**src/hw/rtl/rgtf_pkg.sv**
```systemverilog
// shared types and constants of the radar gate texture filter
package rgtf_pkg;

   localparam int SAMPLE_W       = 16;
   localparam int TEX_W          = 20;
   localparam int RADIUS_W       = 6;
   localparam int CSR_IDX_W      = 1;
   localparam int MAX_RADIUS_DEF = 40;

   localparam logic [SAMPLE_W-1:0] BLANK_RESET  = 16'h8000;
   localparam logic [RADIUS_W-1:0] RADIUS_RESET = 6'd40;

   localparam logic [CSR_IDX_W-1:0] REG_BLANK_CODE    = 1'b0;
   localparam logic [CSR_IDX_W-1:0] REG_WINDOW_RADIUS = 1'b1;

   typedef enum logic [2:0] {
      ST_IDLE,
      ST_CHECK,
      ST_FIND,
      ST_ACCUM,
      ST_EVAL,
      ST_DIV,
      ST_SQRT,
      ST_OUT
   } state_type;

   typedef struct packed {
      logic shift_in;
      logic rotate;
   } cell_ctrl_type;

endpackage

```
**src/hw/rtl/radar_gate_texture_filter.sv**
```systemverilog
// top level: gate ring of cells, window walk, divider and square root per result
// each result rotates the ring for the center search, then again for the window walk, then runs
//   the divider and square root when the result is valid
// one item at a time; a finished word waits in the output register while the next is taken
// synchronous active high reset clears control state, the csr registers and output valid;
//   the ring needs no clearing
module radar_gate_texture_filter #(
   parameter int MAX_RADIUS = rgtf_pkg::MAX_RADIUS_DEF
) (
   input  logic                               clock,
   input  logic                               reset,
   input  logic                               req_tvalid,
   output logic                               req_tready,
   input  logic [15:0]                        req_tdata,   // sample
   input  logic                               req_tlast,
   output logic                               rsp_tvalid,
   input  logic                               rsp_tready,
   output logic [23:0]                        rsp_tdata,   // texture_q4, zero fill
   output logic                               rsp_tuser,   // is_valid
   output logic                               rsp_tlast,
   input  logic                               csr_valid,
   output logic                               csr_ready,
   input  logic [rgtf_pkg::CSR_IDX_W-1:0]     csr_index,
   input  logic [15:0]                        csr_data
);

   localparam int DEPTH = 2 * MAX_RADIUS + 1;
   localparam int AGE_W = $clog2(DEPTH + 2);
   localparam int PC_W  = $clog2(MAX_RADIUS + 2);
   localparam int CNT_W = $clog2(DEPTH + 1);
   localparam int SUM_W = 32 + CNT_W;
   localparam int QW    = SUM_W + 8;
   localparam int SQ_W  = QW + (QW % 2);
   localparam int SW_   = rgtf_pkg::SAMPLE_W;

   rgtf_pkg::state_type state_ff, state_in;
   rgtf_pkg::cell_ctrl_type cell_ctrl;

   logic signed [SW_-1:0] blank_ff, blank_in;
   logic [rgtf_pkg::RADIUS_W-1:0] radius_ff, radius_in;
   logic [PC_W-1:0]  o_ff, o_in, p_ff, p_in;
   logic             last_ff, last_in, fin_ff, fin_in, good_ff, good_in;
   logic [AGE_W-1:0] k_ff, k_in, lo_ff, lo_in, hi_ff, hi_in;
   logic signed [SW_-1:0] center_ff, center_in;
   logic             s1_hit_ff, s1_hit_in, s2_hit_ff, s2_hit_in;
   logic [SW_-1:0]   s1_d_ff, s1_d_in;
   logic [31:0]      s2_prod_ff, s2_prod_in;
   logic [SUM_W-1:0] sum_ff, sum_in;
   logic [CNT_W-1:0] n_ff, n_in;
   logic             rsp_valid_ff, rsp_valid_in, rsp_user_ff, rsp_user_in;
   logic             rsp_last_ff, rsp_last_in;
   logic [rgtf_pkg::TEX_W-1:0] rsp_tex_ff, rsp_tex_in;

   logic accept, emit_cond, out_load, div_start, sqrt_start, div_done, sqrt_done;
   logic [rgtf_pkg::RADIUS_W-1:0] rad_clip;
   logic [PC_W-1:0]  r_eff, o_trim, o_next;
   logic [AGE_W-1:0] center_age, ahead_min;
   logic [QW-1:0]    quotient;
   logic [SQ_W/2-1:0] root;
   logic signed [SW_:0] diff;
   logic signed [SW_-1:0] tap;
   logic signed [SW_-1:0] cell_val [DEPTH];

   // gate ring
   for (genvar i = 0; i < DEPTH; i++) begin : g_cell
      logic signed [SW_-1:0] newer_val, older_val;
      if (i == 0) begin : g_head
         assign newer_val = $signed(req_tdata);
      end else begin : g_mid
         assign newer_val = cell_val[i-1];
      end
      if (i == DEPTH - 1) begin : g_tail
         assign older_val = cell_val[0];
      end else begin : g_body
         assign older_val = cell_val[i+1];
      end
      rgtf_cell u_cell (
         .clock      (clock),
         .ctrl       (cell_ctrl),
         .newer_val  (newer_val),
         .older_val  (older_val),
         .cell_value (cell_val[i])
      );
   end

   assign tap = cell_val[0];

   rgtf_div #(.QW(QW), .DW(CNT_W)) u_div (
      .clock    (clock),
      .reset    (reset),
      .start    (div_start),
      .dividend ({sum_ff, 8'd0}),
      .divisor  (n_ff - 1'b1),
      .done     (div_done),
      .quotient (quotient)
   );

   rgtf_sqrt #(.SW(SQ_W)) u_sqrt (
      .clock    (clock),
      .reset    (reset),
      .start    (sqrt_start),
      .radicand (SQ_W'(quotient)),
      .done     (sqrt_done),
      .root     (root)
   );

   assign rad_clip = (radius_ff == '0) ? rgtf_pkg::RADIUS_W'(1) :
                     ({1'b0, radius_ff} > 7'(MAX_RADIUS)) ? rgtf_pkg::RADIUS_W'(MAX_RADIUS) :
                     radius_ff;
   assign r_eff      = PC_W'(rad_clip);
   assign o_trim     = (o_ff > r_eff) ? r_eff : o_ff;
   assign o_next     = (o_ff + 1'b1 > r_eff) ? r_eff : PC_W'(o_ff + 1'b1);
   assign center_age = AGE_W'(p_ff) - 1'b1;
   assign ahead_min  = (center_age > AGE_W'(r_eff)) ? AGE_W'(r_eff) : center_age;
   assign emit_cond  = last_ff ? (p_ff != '0) : (p_ff > r_eff);
   assign accept     = req_tvalid && req_tready;
   assign diff       = {center_ff[SW_-1], center_ff} - {tap[SW_-1], tap};

   // next state
   always_comb begin
      state_in = state_ff;
      case (state_ff)
         rgtf_pkg::ST_IDLE:  if (accept) state_in = rgtf_pkg::ST_CHECK;
         rgtf_pkg::ST_CHECK: state_in = emit_cond ? rgtf_pkg::ST_FIND : rgtf_pkg::ST_IDLE;
         rgtf_pkg::ST_FIND:  if (k_ff == AGE_W'(DEPTH - 1)) state_in = rgtf_pkg::ST_ACCUM;
         rgtf_pkg::ST_ACCUM: if (k_ff == AGE_W'(DEPTH + 1)) state_in = rgtf_pkg::ST_EVAL;
         rgtf_pkg::ST_EVAL: begin
            state_in = (center_ff > blank_ff && n_ff > CNT_W'(1)) ? rgtf_pkg::ST_DIV
                                                                  : rgtf_pkg::ST_OUT;
         end
         rgtf_pkg::ST_DIV:   if (div_done) state_in = rgtf_pkg::ST_SQRT;
         rgtf_pkg::ST_SQRT:  if (sqrt_done) state_in = rgtf_pkg::ST_OUT;
         rgtf_pkg::ST_OUT:   if (out_load) state_in = rgtf_pkg::ST_CHECK;
         default:            state_in = rgtf_pkg::ST_IDLE;
      endcase
   end

   // fsm outputs
   always_comb begin
      req_tready         = (state_ff == rgtf_pkg::ST_IDLE) && !reset;
      cell_ctrl.shift_in = req_tvalid && (state_ff == rgtf_pkg::ST_IDLE) && !reset;
      cell_ctrl.rotate   = (state_ff == rgtf_pkg::ST_FIND) ||
                           (state_ff == rgtf_pkg::ST_ACCUM && k_ff < AGE_W'(DEPTH));
      div_start          = (state_ff == rgtf_pkg::ST_EVAL) && center_ff > blank_ff &&
                           n_ff > CNT_W'(1);
      sqrt_start         = (state_ff == rgtf_pkg::ST_DIV) && div_done;
      out_load           = (state_ff == rgtf_pkg::ST_OUT) && (!rsp_valid_ff || rsp_tready);
   end

   // datapath
   always_comb begin
      blank_in     = blank_ff;
      radius_in    = radius_ff;
      o_in         = o_ff;
      p_in         = p_ff;
      last_in      = last_ff;
      fin_in       = fin_ff;
      good_in      = good_ff;
      k_in         = k_ff;
      lo_in        = lo_ff;
      hi_in        = hi_ff;
      center_in    = center_ff;
      s1_hit_in    = 1'b0;
      s1_d_in      = diff[SW_-1:0];
      s2_hit_in    = s1_hit_ff;
      s2_prod_in   = 32'(s1_d_ff) * 32'(s1_d_ff);
      sum_in       = sum_ff;
      n_in         = n_ff;
      rsp_valid_in = rsp_valid_ff && !rsp_tready;
      rsp_user_in  = rsp_user_ff;
      rsp_last_in  = rsp_last_ff;
      rsp_tex_in   = rsp_tex_ff;

      if (csr_valid && csr_ready) begin
         case (csr_index)
            rgtf_pkg::REG_BLANK_CODE:    blank_in  = $signed(csr_data);
            rgtf_pkg::REG_WINDOW_RADIUS: radius_in = csr_data[rgtf_pkg::RADIUS_W-1:0];
            default: ;
         endcase
      end

      if (accept) begin
         o_in    = o_trim;
         p_in    = p_ff + 1'b1;
         last_in = req_tlast;
      end

      case (state_ff)
         rgtf_pkg::ST_CHECK: begin
            k_in   = '0;
            sum_in = '0;
            n_in   = '0;
            lo_in  = center_age - ahead_min;
            hi_in  = center_age + AGE_W'(o_ff);
            fin_in = last_ff && (p_ff == PC_W'(1));
            if (!emit_cond && last_ff) begin
               o_in = '0;
               p_in = '0;
            end
         end
         rgtf_pkg::ST_FIND: begin
            if (k_ff == center_age) center_in = tap;
            k_in = (k_ff == AGE_W'(DEPTH - 1)) ? '0 : k_ff + 1'b1;
         end
         rgtf_pkg::ST_ACCUM: begin
            k_in      = k_ff + 1'b1;
            s1_hit_in = (k_ff < AGE_W'(DEPTH)) && k_ff >= lo_ff && k_ff <= hi_ff &&
                        tap > blank_ff && tap <= center_ff;
            if (s2_hit_ff) begin
               sum_in = sum_ff + SUM_W'(s2_prod_ff);
               n_in   = n_ff + 1'b1;
            end
         end
         rgtf_pkg::ST_EVAL: good_in = center_ff > blank_ff && n_ff > CNT_W'(1);
         rgtf_pkg::ST_OUT: begin
            if (out_load) begin
               rsp_valid_in = 1'b1;
               rsp_user_in  = good_ff;
               rsp_last_in  = fin_ff;
               rsp_tex_in   = good_ff ? root[rgtf_pkg::TEX_W-1:0] : '0;
               o_in         = o_next;
               p_in         = p_ff - 1'b1;
            end
         end
         default: ;
      endcase
   end

   always_ff @(posedge clock) begin
      if (reset) begin
         state_ff     <= rgtf_pkg::ST_IDLE;
         blank_ff     <= rgtf_pkg::BLANK_RESET;
         radius_ff    <= rgtf_pkg::RADIUS_RESET;
         o_ff         <= '0;
         p_ff         <= '0;
         last_ff      <= 1'b0;
         rsp_valid_ff <= 1'b0;
         s1_hit_ff    <= 1'b0;
         s2_hit_ff    <= 1'b0;
      end else begin
         state_ff     <= state_in;
         blank_ff     <= blank_in;
         radius_ff    <= radius_in;
         o_ff         <= o_in;
         p_ff         <= p_in;
         last_ff      <= last_in;
         rsp_valid_ff <= rsp_valid_in;
         s1_hit_ff    <= s1_hit_in;
         s2_hit_ff    <= s2_hit_in;
      end
      fin_ff     <= fin_in;
      good_ff    <= good_in;
      k_ff       <= k_in;
      lo_ff      <= lo_in;
      hi_ff      <= hi_in;
      center_ff  <= center_in;
      s1_d_ff    <= s1_d_in;
      s2_prod_ff <= s2_prod_in;
      sum_ff     <= sum_in;
      n_ff       <= n_in;
      rsp_user_ff <= rsp_user_in;
      rsp_last_ff <= rsp_last_in;
      rsp_tex_ff  <= rsp_tex_in;
   end

   assign csr_ready  = !reset;
   assign rsp_tvalid = rsp_valid_ff;
   assign rsp_tdata  = {4'd0, rsp_tex_ff};
   assign rsp_tuser  = rsp_user_ff;
   assign rsp_tlast  = rsp_last_ff;

   a_pending_bound: assert property (@(posedge clock) disable iff (reset)
      p_ff <= PC_W'(MAX_RADIUS + 1))
      else $error("pending count out of range");

   a_div_needs_two: assert property (@(posedge clock) disable iff (reset)
      div_start |-> n_ff > CNT_W'(1))
      else $error("divider started with too few gates");

   a_rsp_from_out: assert property (@(posedge clock) disable iff (reset)
      $rose(rsp_tvalid) |-> $past(state_ff == rgtf_pkg::ST_OUT))
      else $error("result word appeared outside output state");

   a_accept_check: assert property (@(posedge clock) disable iff (reset)
      accept |=> state_ff == rgtf_pkg::ST_CHECK)
      else $error("accepted word not followed by check");

endmodule

```
**src/hw/rtl/rgtf_cell.sv**
```systemverilog
// one gate cell of the sample ring, shifts in from the newer side or rotates from the older side
module rgtf_cell (
   input  logic                                  clock,
   input  rgtf_pkg::cell_ctrl_type               ctrl,
   input  logic signed [rgtf_pkg::SAMPLE_W-1:0]  newer_val,
   input  logic signed [rgtf_pkg::SAMPLE_W-1:0]  older_val,
   output logic signed [rgtf_pkg::SAMPLE_W-1:0]  cell_value
);

   logic signed [rgtf_pkg::SAMPLE_W-1:0] value_ff;
   logic signed [rgtf_pkg::SAMPLE_W-1:0] value_in;

   always_comb begin
      value_in = value_ff;
      if (ctrl.shift_in) begin
         value_in = newer_val;
      end else if (ctrl.rotate) begin
         value_in = older_val;
      end
   end

   always_ff @(posedge clock) begin
      value_ff <= value_in;
   end

   assign cell_value = value_ff;

endmodule

```
**src/hw/rtl/rgtf_div.sv**
```systemverilog
// restoring divider, one quotient bit per cycle
module rgtf_div #(
   parameter int QW = 47,
   parameter int DW = 7
) (
   input  logic          clock,
   input  logic          reset,
   input  logic          start,
   input  logic [QW-1:0] dividend,
   input  logic [DW-1:0] divisor,
   output logic          done,
   output logic [QW-1:0] quotient
);

   localparam int CW = $clog2(QW + 1);

   logic          busy_ff, busy_in;
   logic          done_ff, done_in;
   logic [CW-1:0] cnt_ff, cnt_in;
   logic [DW-1:0] rem_ff, rem_in;
   logic [DW-1:0] dvs_ff, dvs_in;
   logic [QW-1:0] dq_ff, dq_in;
   logic [DW:0]   shifted;
   logic          qbit;

   always_comb begin
      shifted = {rem_ff, dq_ff[QW-1]};
      qbit    = (shifted >= {1'b0, dvs_ff});
      busy_in = busy_ff;
      done_in = 1'b0;
      cnt_in  = cnt_ff;
      rem_in  = rem_ff;
      dvs_in  = dvs_ff;
      dq_in   = dq_ff;
      if (start) begin
         busy_in = 1'b1;
         cnt_in  = '0;
         rem_in  = '0;
         dvs_in  = divisor;
         dq_in   = dividend;
      end else if (busy_ff) begin
         rem_in = qbit ? DW'(shifted - {1'b0, dvs_ff}) : DW'(shifted);
         dq_in  = {dq_ff[QW-2:0], qbit};
         cnt_in = cnt_ff + 1'b1;
         if (cnt_ff == CW'(QW - 1)) begin
            busy_in = 1'b0;
            done_in = 1'b1;
         end
      end
   end

   always_ff @(posedge clock) begin
      if (reset) begin
         busy_ff <= 1'b0;
         done_ff <= 1'b0;
      end else begin
         busy_ff <= busy_in;
         done_ff <= done_in;
      end
      cnt_ff <= cnt_in;
      rem_ff <= rem_in;
      dvs_ff <= dvs_in;
      dq_ff  <= dq_in;
   end

   assign done     = done_ff;
   assign quotient = dq_ff;

endmodule

```
**src/hw/rtl/rgtf_sqrt.sv**
```systemverilog
// digit by digit integer square root, one result bit per cycle
module rgtf_sqrt #(
   parameter int SW = 48
) (
   input  logic            clock,
   input  logic            reset,
   input  logic            start,
   input  logic [SW-1:0]   radicand,
   output logic            done,
   output logic [SW/2-1:0] root
);

   logic          busy_ff, busy_in;
   logic          done_ff, done_in;
   logic [SW-1:0] x_ff, x_in;
   logic [SW-1:0] res_ff, res_in;
   logic [SW-1:0] bit_ff, bit_in;
   logic [SW-1:0] trial;

   always_comb begin
      trial   = res_ff + bit_ff;
      busy_in = busy_ff;
      done_in = 1'b0;
      x_in    = x_ff;
      res_in  = res_ff;
      bit_in  = bit_ff;
      if (start) begin
         busy_in = 1'b1;
         x_in    = radicand;
         res_in  = '0;
         bit_in  = SW'(1) << (SW - 2);
      end else if (busy_ff) begin
         if (x_ff >= trial) begin
            x_in   = x_ff - trial;
            res_in = (res_ff >> 1) + bit_ff;
         end else begin
            res_in = res_ff >> 1;
         end
         bit_in = bit_ff >> 2;
         if (bit_ff == SW'(1)) begin
            busy_in = 1'b0;
            done_in = 1'b1;
         end
      end
   end

   always_ff @(posedge clock) begin
      if (reset) begin
         busy_ff <= 1'b0;
         done_ff <= 1'b0;
      end else begin
         busy_ff <= busy_in;
         done_ff <= done_in;
      end
      x_ff   <= x_in;
      res_ff <= res_in;
      bit_ff <= bit_in;
   end

   assign done = done_ff;
   assign root = res_ff[SW/2-1:0];

endmodule

```
**config.mk**
```make
export PLATFORM = sky130hd
export DESIGN_NAME = radar_gate_texture_filter
export DESIGN_NICKNAME = d
export VERILOG_FILES = /design/src/hw/rtl/rgtf_pkg.sv /design/src/hw/rtl/radar_gate_texture_filter.sv /design/src/hw/rtl/rgtf_cell.sv /design/src/hw/rtl/rgtf_div.sv /design/src/hw/rtl/rgtf_sqrt.sv
export SDC_FILE = /design/constraint.sdc
export NUM_CORES = 2
export LEC_CHECK = 0
export ABC_AREA = 1
export BUFFER_PORTS_ARGS = -buffer_cell sky130_fd_sc_hd__buf_2
export CORE_MARGIN = 3
export CORE_UTILIZATION = 58
export CTS_CLUSTER_SIZE = 24
export DETAILED_ROUTE_END_ITERATION = 8
export HOLD_SLACK_MARGIN = 0.12
export PLACE_DENSITY = 0.78
export SLEW_MARGIN = 30
export SYNTH_ARGS = -nofsm -noshare
export SYNTH_HDL_FRONTEND = slang
export SYNTH_SLANG_ARGS = --single-unit
```
**constraint.sdc**
```tcl
create_clock -name clock -period 124.5 [get_ports clock]
set_input_delay 12.45 -clock clock [delete_from_list [all_inputs] [get_ports clock]]
set_output_delay 12.45 -clock clock [all_outputs]
set_load 0.01 [all_outputs]
```
# Word level (Yosys, flattened, before mapping)
# Index checks and enable logic that the tools add are counted.
[word_totals]
ff_bits = 1683
latchBits = 0
ram_bits = 0
romBits = 0
in_bits = 39
output_inout_bits = 29
wordCells = 423
mem_count = 0
[op_classes]
add_sub_neg = 16
multipliers = 1
div = 0
n_lt_le_gt_ge = 14
n_eq_ne = 20
shifts = 0
mux = 208
bitwise = 4
reduce_logical = 44
[ops]
columns = ["op", "count"]
rows = [
  ["$mux 16", 162],
  ["$mux 47", 5],
  ["$pmux 39 s2", 1],
  ["$mux 6", 10],
  ["$add 47x47->48", 1],
  ["$add 48x47->48", 1],
  ["$ge 48x48->1", 1],
  ["$mux 48", 1],
  ["$sub 48x48->48", 1],
  ["$add 39x32->39", 1],
  ["$mux 39", 1],
  ["$gt 16x16->1", 2],
  ["$mul 16x16->32", 1],
  ["$mux 7", 4],
  ["$eq 24x1->1 const B", 1],
  ["$pmux 3 s8", 1],
  ["$pmux 6 s2", 2],
  ["$pmux 7 s3", 1],
  ["$add 6x1->6 const B", 3],
  ["$gt 6x6->1", 3],
  ["$logic_and 1x1->1", 18],
  ["$mux 3", 6],
  ["$le 16x16->1", 1],
  ["$sub 16x16->16", 1],
  ["37 further kinds", 78],
]

# Longest topological paths before layout
[depth]
word_depth = 9
depth_mapped = 28

# By module
# From an unflattened synthesis, not the netlist that was laid out.
[hier_totals]
hier_cells = 10781
hier_area_um2 = 96174.7
[by_module_without_submodules]
columns = ["module", "n_inst", "cells_each", "area_each_um2", "seq_area_each_um2"]
rows = [
  ["rgtf_cell", 81, 69, 730.7, 480.5],
  ["radar_gate_texture_filter", 1, 2465, 19840.3, 4974.8],
  ["rgtf_sqrt", 1, 2360, 13897.1, 2922.8],
  ["rgtf_div", 1, 367, 3250.6, 1921.8],
]

# Worst setup path before layout
# Ideal clock, no wire load.
[synth_timing]
kind = "input to register"
from = "in req_tvalid"
to = "reg g_cell[0].u_cell.value_ff (netlist bit g_cell[0].u_cell.cell_value[0]), enable pin"
setup_ps = 12070
t_arrival_ps = 41650
required_ps = 112430
path_slack_ps = 70780
path_stages = 6
cell_sequence = "nor3b_1 -> buf_2 -> inv_2 -> buf_2 -> clkbuf_1 -> nand3_1"
[synth_between]
elab_chain_cells = 3
[synth_rtl]
columns = ["element", "line", "rtl"]
rows = [
  ["start: declaration", "radar_gate_texture_filter.sv:12", "input logic req_tvalid,"],
  ["$logic_and 1x1->1 (2 in a row)", "radar_gate_texture_filter.sv:141", "cell_ctrl.shift_in = req_tvalid && (state_ff == rgtf_pkg::ST_IDLE) && !reset;"],
  ["$reduce_bool 2->1 (no source line)", "--", ""],
  ["end signal: assignment", "rgtf_cell.sv:23", "value_ff <= value_in;"],
  ["end: declaration", "rgtf_cell.sv:10", "logic signed [rgtf_pkg::SAMPLE_W-1:0] value_ff;"],
]
# Every way passes these cells.
# A chain may end at the register's enable or synchronous reset.

# Worst setup path after layout
[layout_timing]
from = "in reset"
to = "out csr_ready"
[layout_between]
elab_chain_cells = 1
[layout_rtl]
columns = ["element", "line", "rtl"]
rows = [
  ["start: declaration", "radar_gate_texture_filter.sv:11", "input logic reset,"],
  ["$logic_not 1->1", "radar_gate_texture_filter.sv:266", "assign csr_ready = !reset;"],
  ["end: declaration", "radar_gate_texture_filter.sv:22", "output logic csr_ready,"],
]
# Every way passes these cells.

==> results_dict.tcl <==
set metrics [dict create \
    synth-edff-count 1496 \
    die_h_um 404 \
    pin_count 68 \
    drtIter0Drc 6923 \
    final_common_cell "nand2_1" \
    htreeDepth 4 \
    clk_pin_slew_ns 0.07 \
    netlist_area_mm2 0.0917 \
    grt-ovfl-total 0 \
    gp_congestion 0.965 \
    area_growth_pct 7.87 \
    synthFlopType "edfxtp_1" \
    final_cell_mix "nand2_1 (5,169), edfxtp_1 (1,496), inv_1 (909)" \
    fin_area_mm2 0.0989 \
    tightest_slew_ns 0.972 \
    status "finished clean" \
    dpl.hpwl_um 143000 \
    syn_area_per_cell_um2 8.61 \
    clockBufferDepth 3 \
    grt_max_degree 186 \
    post_dp_cell_area_mm2 0.0932 \
    crit_end "csr_ready" \
    path_max_fanout 30 \
    yosysWarnings 0 \
    cts_setup_buffers 0 \
    antenna_left 0 \
    fmax_ghz 0.0387 \
    async_reset_ff_frac 0 \
    drv_cap 0 \
    reg2reg_from "u_sqrt.res_ff[16]$_SDFFE_PP0P_" \
    cp.arrival_ns 13.38 \
    wire_per_inst_um 16.3 \
    vias_per_cell 5.43 \
    rr_endpoint "u_sqrt.x_ff[18]$_DFFE_PP_" \
    min_period_ns 25.83 \
    critPathLaunch "reset" \
    clkSinkCount 1682 \
    cts_tree "done" \
    grt_pass1_wl_um 340000 \
    relSlewSlack 0.352 \
    cp.required_ns 112.05 \
    coreArea_mm2 0.157 \
    post-route-drc-count 0 \
    r2r_cells 24 \
    rrSetupSlack_ns 118.20 \
    cts_made_buffers 174 \
    clkLatencyLatePin_ns 0.81 \
    critical_path_class "primary input to output pin" \
    initial_utilization 0.585 \
    endpoint_kind "output pin" \
    cts_resized 0 \
    grt_pass1_vias 67000 \
    wirelength_um 208000 \
    antenna_found_initial 7 \
    yosysUniqueCellTypes 56 \
    grt_use_total 0.253 \
    slew_viol_final 0 \
    hp-class "register to register" \
    hold_viol 0 \
    yosysSeqAreaShare 0.530 \
    finClkSkew_ns 0.0693 \
    rsz0062_at_grt "false" \
    drtPass1Iterations 6 \
    numPortBuffers 63 \
    synthCells 10700 \
    fp.dieArea_mm2 0.163 \
    fin_tns_setup_ns 0 \
    critPathLaunchType "primary input" \
    via_count 69200 \
    rows 145 \
    postCtsHoldBufs 0 \
    fin_nets 11100 \
    synth_seq_cells 1682 \
    finalCritPeriodShare 0.207 \
    setup_viol 0 \
    drive_gt1_frac 0.0393 \
    die_width_um 404 \
    antennaDiodeCount 0 \
    cts_root_buf "clkbuf_16" \
]
synth_stat cells (68+ instances only):
cell	number	share of area
a21oi_1	340	0.019
buf_2	285	0.016
clkbuf_1	105	0.0043
dfxtp_1	186	0.041
edfxtp_1	1496	0.49
fa_1	167	0.036
ha_1	348	0.047
inv_1	910	0.037
nand2_1	5171	0.21
nand3_1	320	0.017
nand4_1	68	0.0046
nor2_1	405	0.017
o21ai_0	330	0.018
xor2_1	100	0.0095
critical path, stage by stage:
cell   delay (ns)
buf_2        0.11
inv_1        0.56
buf_2        0.26
stage by stage:
step | hold slack (ns) | utilization | std cells | setup slack [ns]
2_1_floorplan | 0.329 | - | 10700 | 70.78
3_3_place_gp | 0.395 | 0.594 | 12400 | 98.71
3_5_place_dp | 0.403 | 0.595 | 12400 | 98.69
4_1_cts | 0.407 | 0.631 | 12700 | 98.68
5_1_grt | 0.422 | 0.631 | 12700 | 98.57
6_report | 0.415 | 0.631 | 12700 | 98.67
worst min-delay path by stage:
stage	start	endpoint	slack [ns]	depth (start not counted)
after floorplan	s1_d_ff[0]$_DFF_P_	s2_prod_ff[0]$_DFF_P_	0.33	0
after global placement	s1_hit_ff$_SDFF_PP0_	s2_hit_ff$_SDFF_PP0_	0.39	2
after detailed placement	s1_hit_ff$_SDFF_PP0_	s2_hit_ff$_SDFF_PP0_	0.40	2
after CTS	s1_hit_ff$_SDFF_PP0_	s2_hit_ff$_SDFF_PP0_	0.41	2
after global routing	s1_hit_ff$_SDFF_PP0_	s2_hit_ff$_SDFF_PP0_	0.42	2
final	s1_hit_ff$_SDFF_PP0_	s2_hit_ff$_SDFF_PP0_	0.41	2
cell families after synthesis:
kind of cell / count (synthesis) / synth area share
AOI/OAI and AO/OA: 857 / 0.0514
xor gates and xnor gates: 159 / 0.0152
adders and majority gates: 515 / 0.0839
buffers and inverters: 1334 / 0.0590
DFF: 1682 / 0.530
other: 1 / 0.0000409
and+or+nand+nor: 6109 / 0.260
registers in the layout, indices dropped and copies added (netlist names), 7 cells and up:
signal                    cells
rsp_tex_ff                   20
blank_ff                     16
u_div.dvs_ff                  7
s2_prod_ff                   31
lo_ff                         7
u_div.quotient               47
s1_d_ff                      16
u_div.rem_ff                  7
u_sqrt.bit_ff                24
hi_ff                         7
u_sqrt.x_ff                  48
n_ff                          7
u_sqrt.res_ff                48
center_ff                    16
g_cell.u_cell.cell_value   1296
k_ff                          7
sum_ff                       39
cell type report:
type	count	area, µm²
clock buffer	230	4660
fill	12800	57800
timing repair buffer	119	903
clock inverter	89	971
tap	2058	2570
sequential	1682	48600
multi-input combinational	7644	37700
inverter	922	3470
layer usage:
layer / vias to the layer above / share of wire / track usage
met5: - / 0.000063 / 0
met4: 2 / 0.029 / 0.0779
met2: 2146 / 0.47 / 0.409
met1: 32500 / 0.44 / 0.355
li1: 34100 / - / -
met3: 362 / 0.063 / 0.0398
Power is not shown: default switching activity piles up to over one toggle a cycle in this logic, so the estimate is an artifact.
